## config.mk

```make
export PLATFORM = sky130hd
export DESIGN_NAME = bsp_ctrl
export DESIGN_NICKNAME = d
export VERILOG_FILES = /design/src/sv/bsp_pkg.sv /design/src/sv/bsp_ctrl.sv
export SDC_FILE = /design/constraint.sdc
export NUM_CORES = 1
export LEC_CHECK = 0
export BUFFER_PORTS_ARGS = -buffer_cell sky130_fd_sc_hd__buf_2
export CAP_MARGIN = 20
export CORE_AREA = 2 2 39 41
export CTS_CLUSTER_SIZE = 10
export DETAILED_ROUTE_END_ITERATION = 7
export DIE_AREA = 0 0 41 43
export SKIP_CTS_REPAIR_TIMING = 1
export SYNTH_ARGS = -nofsm -noshare
export SYNTH_HDL_FRONTEND = slang
export SYNTH_SLANG_ARGS = --single-unit
```

## constraint.sdc

```tcl
create_clock -name clk -period 1.5 [get_ports clk]
set_input_delay 0.225 -clock clk [delete_from_list [all_inputs] [get_ports clk]]
set_output_delay 0.225 -clock clk [all_outputs]
set_load 0.01 [all_outputs]
```

## src/sv/bsp_pkg.sv

```systemverilog
// Shared types and constants for the rectangle packer.
`default_nettype none
package bsp_pkg;
	localparam int MaxNodes   = 1024;
	localparam int CoordBits  = 13;
	localparam int IdxBits    = $clog2(MaxNodes);
	localparam int CntBits    = $clog2(MaxNodes + 1);
	localparam int LinkBits   = 16;
	localparam logic [LinkBits-1:0] LinkFull  = 16'hFFFF;
	localparam logic [LinkBits-1:0] LinkEmpty = 16'hFFFE;
	localparam logic SplitTb = 1'b0;
	localparam logic SplitLr = 1'b1;
	localparam logic [1:0] StPlaced = 2'd0;
	localparam logic [1:0] StNoFit  = 2'd1;
	localparam logic [1:0] StFull   = 2'd2;
	localparam logic CfgWidth  = 1'b0;
	localparam logic CfgHeight = 1'b1;

	typedef logic [CoordBits-1:0] coord_t;

	typedef struct packed {
		logic                kind;
		coord_t              split;
		logic [LinkBits-1:0] link_a;
		logic [LinkBits-1:0] link_b;
	} node_t;

	typedef struct packed {
		coord_t             x;
		coord_t             y;
		coord_t             w;
		coord_t             h;
		logic [IdxBits-1:0] node;
		logic               tried_a;
	} entry_t;

	typedef enum logic [3:0] {
		ST_IDLE, ST_CLEAR, ST_START, ST_RDSTK, ST_RDNODE, ST_EVAL,
		ST_INS1, ST_INS2, ST_DONE
	} state_t;

	// controller -> datapath
	typedef struct packed {
		logic clear;
		logic start;
		logic rd_stack;
		logic rd_node;
		logic eval;
		logic ins1;
		logic ins2;
	} cmd_t;

	// datapath -> controller
	typedef struct packed {
		logic clear_done;
		logic stack_empty;
		logic drop;
		logic finish;
		logic no_room;
		logic need1;
		logic need2;
	} sts_t;
endpackage
`default_nettype wire

```

## src/sv/bsp_ctrl.sv

```systemverilog
// Controller state machine sequencing the tree walk.
`default_nettype none
module bsp_ctrl (
	input  wire logic          clk,
	input  wire logic          arst_n,
	input  wire logic          cfg_hit,
	input  wire logic          in_valid,
	output logic               in_ready,
	output logic               out_valid,
	input  wire logic          out_ready,
	input  wire bsp_pkg::sts_t sts,
	output bsp_pkg::cmd_t      cmd
);
	bsp_pkg::state_t state_q, state_d;

	// Next state
	always_comb begin
		state_d = state_q;
		unique case (state_q)
			bsp_pkg::ST_IDLE:   if (in_valid) state_d = bsp_pkg::ST_START;
			bsp_pkg::ST_CLEAR:  if (sts.clear_done) state_d = bsp_pkg::ST_IDLE;
			bsp_pkg::ST_START:  state_d = bsp_pkg::ST_RDSTK;
			bsp_pkg::ST_RDSTK:  state_d = sts.stack_empty ? bsp_pkg::ST_DONE
			                                              : bsp_pkg::ST_RDNODE;
			bsp_pkg::ST_RDNODE: state_d = sts.drop ? bsp_pkg::ST_RDSTK : bsp_pkg::ST_EVAL;
			bsp_pkg::ST_EVAL: begin
				if (!sts.finish) state_d = bsp_pkg::ST_RDSTK;
				else if (sts.no_room) state_d = bsp_pkg::ST_DONE;
				else state_d = bsp_pkg::ST_INS1;
			end
			bsp_pkg::ST_INS1:   state_d = (sts.need1 || sts.need2) ? bsp_pkg::ST_INS2
			                                                       : bsp_pkg::ST_DONE;
			bsp_pkg::ST_INS2:   state_d = bsp_pkg::ST_DONE;
			bsp_pkg::ST_DONE:   if (out_ready) state_d = bsp_pkg::ST_IDLE;
			default:            state_d = bsp_pkg::ST_IDLE;
		endcase
		if (cfg_hit) state_d = bsp_pkg::ST_CLEAR;
	end

	always_ff @(posedge clk or negedge arst_n) begin
		if (!arst_n) state_q <= bsp_pkg::ST_CLEAR;
		else state_q <= state_d;
	end

	// Outputs
	always_comb begin
		cmd = '0;
		in_ready = 1'b0;
		out_valid = 1'b0;
		unique case (state_q)
			bsp_pkg::ST_IDLE:   begin in_ready = 1'b1; cmd.start = in_valid; end
			bsp_pkg::ST_CLEAR:  cmd.clear = 1'b1;
			bsp_pkg::ST_START:  ;
			bsp_pkg::ST_RDSTK:  cmd.rd_stack = !sts.stack_empty;
			bsp_pkg::ST_RDNODE: cmd.rd_node = 1'b1;
			bsp_pkg::ST_EVAL:   cmd.eval = 1'b1;
			bsp_pkg::ST_INS1:   cmd.ins1 = 1'b1;
			bsp_pkg::ST_INS2:   cmd.ins2 = 1'b1;
			bsp_pkg::ST_DONE:   out_valid = 1'b1;
			default:            ;
		endcase
	end

`ifndef SYNTHESIS
	a_ready_idle: assert property (@(posedge clk) disable iff (!arst_n)
		in_ready |-> !out_valid) else $error("ready while result pending");
	a_done_hold: assert property (@(posedge clk) disable iff (!arst_n)
		(out_valid && !out_ready && !cfg_hit) |=> out_valid)
		else $error("result dropped");
	a_ins_seq: assert property (@(posedge clk) disable iff (!arst_n)
		(cmd.ins1 && (sts.need1 || sts.need2) && !cfg_hit) |=> cmd.ins2)
		else $error("insert split");
`endif
endmodule
`default_nettype wire

```

==> results.yml <==
grt:
  grt_pass1_wl_um: 1550
  grt_usage_pct: 12.9
  grt_max_degree: 15
  grt_pass1_vias: 363
  grt_overflow: 0
  antenna_found_initial: 0
final_layout:
  regMostFlops: "state_q"
  seq_area_um2: 105
  top_regs: "state_q (4)"
  largest_reg_flops: 4
  final_common_cell: "buf_2"
  area_delta_synth_final_pct: 59.8
  multiInputGateArea_um2: 318
  nets: 90
  fill_cells: 134
  final_cell_mix: "buf_2, buf_6, buf_4"
  drive_gt1_share_pct: 64.9
  diodes: 0
setup_path:
  path_buf_inv: 1
  cpLargestDelayFamily: "flip-flops"
  crit_start: "state_q[0]"
  reg2reg_to: "state_q[3]"
  required_ns: 1.27
  path_cells: "and4bb_2 -> nor2b_1 -> buf_2"
  worst-setup-path-type: "flop to output pin"
  r2r_cells: 5
  cp_max_fo: 6
  rr_startpoint: "state_q[1]"
  endpoint_kind: "output pin"
  cp.arrival_ns: 1.33
  slowest_delay_ns: 0.59
  critPathLaunchType: "flop"
  rrSetupSlack_ns: 0.15
  slowest_stage: "dfstp_2"
timing:
  slew_headroom_pct: 83.0
  hold_violations: 0
  clock.fmax_mhz: 645
  setup_ws_ns: -0.0512
  maxSlewViolCount: 0
  min_period_ns: 1.55
  skew_ns: 0.00471
  post-route-period-util_pct: 103
  worstMarginPinSlew_ns: 0.252
  setup-violations-final: 3
  rsz0062_at_grt: "true"
outcome:
  violations: "negative setup slack"
  status: "finished with violations"
drt:
  wire_per_inst_um: 13.6
  wl_met1_um: 593
  met2WireLength_um: 622
  routed_wl_um: 1270
  wl_met3_um: 53
  dr.pass1.iters: 3
  drc: 0
  vias: 491
  viasPerCell: 5.28
  drt-initial-drc-count: 7
  ant_nets: 0
  dr.max_layer_used: "met3"
placement:
  globalplace.congestion: 0.716
  port_buffers: 20
  place_hpwl_um: 813
  dp_slack_ns: 0.138
logic_synthesis:
  ys_warn_count: 0
  synth.avg_cell_area_um2: 9.90
  ys_seq_area_share_pct: 23.3
  syn_area_um2: 435
  synthCells: 44
  ys_types: 31
  synth_fp_nets: 56
  synth-seq-cells: 4
cts:
  clk_pin_slew_worst_paths_ns: 0.05
  htree_levels: 1
  numCtsBuffers: 3
  tritoncts: "done"
  cts_buffer_depth: 2
  clkLatencyLatePin_ns: 0.25
  clkSinkCount: 4
  clock-root-buffer: "clkbuf_4"
worst_hold_path:
  worstHoldStart: "cfg_hit"
  holdPathEnd: "state_q[0]"
  min-delay-path-class: "primary input to flop"
  hold_depth: 2
power_and_ir_drop:
  power_density_nw_per_um2: 525
  ir_drop_uv: 322
  power.total_uw: 365
  p_leak_uw: 0.000308
floorplanning:
  initial_core_util_pct: 31.5
  die_height_um: 43
  die_area_um2: 1760
  core_area_um2: 1380
  rows: 14
  die_w_um: 41
  ios: 21
job:
  maxCapViolCount: 0
[worst max-delay path by stage]
| stage | endpoint | cells past startpoint |
|---|---|---|
| after CTS | cmd[4] | 3 |
| after global routing | cmd[5] | 4 |
| final | cmd[4] | 3 |
| after detailed placement | cmd[4] | 3 |
| after floorplan | cmd[5] | 3 |
| after global placement | cmd[4] | 3 |
[through the flow]
stage          hold slack, ns  util (%)  setup TNS, ns  instance area, um^2  std cells
5_1_grt                 0.242      50.3         -0.433                  696         93
6_report                0.231      50.3         -0.114                  696         93
4_1_cts                -0.230      40.6         -0.604                  562         82
3_3_place_gp           0.0313      38.7              0                  536         78
2_1_floorplan         -0.0706         -              0                  435         44
3_5_place_dp           0.0327      38.7              0                  536         78
[routing by layer]
metal / vias to the layer above / track usage (%)
met1: 237 / 16.3
met5: - / 0
met2: 13 / 20.6
met3: 0 / 4.71
met4: 0 / 2.00
li1: 241 / -
[cell families after synthesis]
family / share of synthesized area [%]
simple gates: 43.4
compound gates: 24.4
buf+inv: 8.91
flops: 23.3
[cell usage after synthesis]
cell type  instances  area [um^2]
nor4b_1            1         8.76
nor3b_1            2         15.0
a22oi_2            1         12.5
a221o_1            1         10.0
dfrtp_1            3         75.1
a31oi_1            2         12.5
o21bai_1           2         15.0
o21ai_1            1         5.00
nand3b_1           1         7.51
buf_6              2         22.5
nand2b_2           1         8.76
and4bb_2           1         12.5
buf_4              1         7.51
a211o_1            2         17.5
nor4_2             1         12.5
dfstp_2            1         26.3
and4bb_1           2         25.0
buf_2              1         5.00
nor4b_2            2         30.0
nand2b_1           1         6.26
and2_1             1         6.26
o21ai_2            1         8.76
a32oi_1            2         17.5
nor2b_1            2         12.5
inv_1              1         3.75
and4bb_4           1         16.3
nor2_1             1         3.75
nand2_1            3         11.3
a211oi_1           1         7.51
nor2_2             1         6.26
and3_1             1         6.26
[cell type report]
cell class              count  share of cell area, %
clock buffers               4                   3.78
inverters                   1                  0.540
multi-input cells          35                   45.7
flip-flops and latches      4                   15.1
well taps                  16                   2.88
repair buffers             33                   32.0
[report_power, final]
group	internal, uW	switching (uW)	leakage (uW)
clock	101	57.3	0.0000150
sequential	113	6.19	0.0000474
combinational	48.9	39.0	0.000246
No activity file was read; power rests on OpenSTA's default activity.
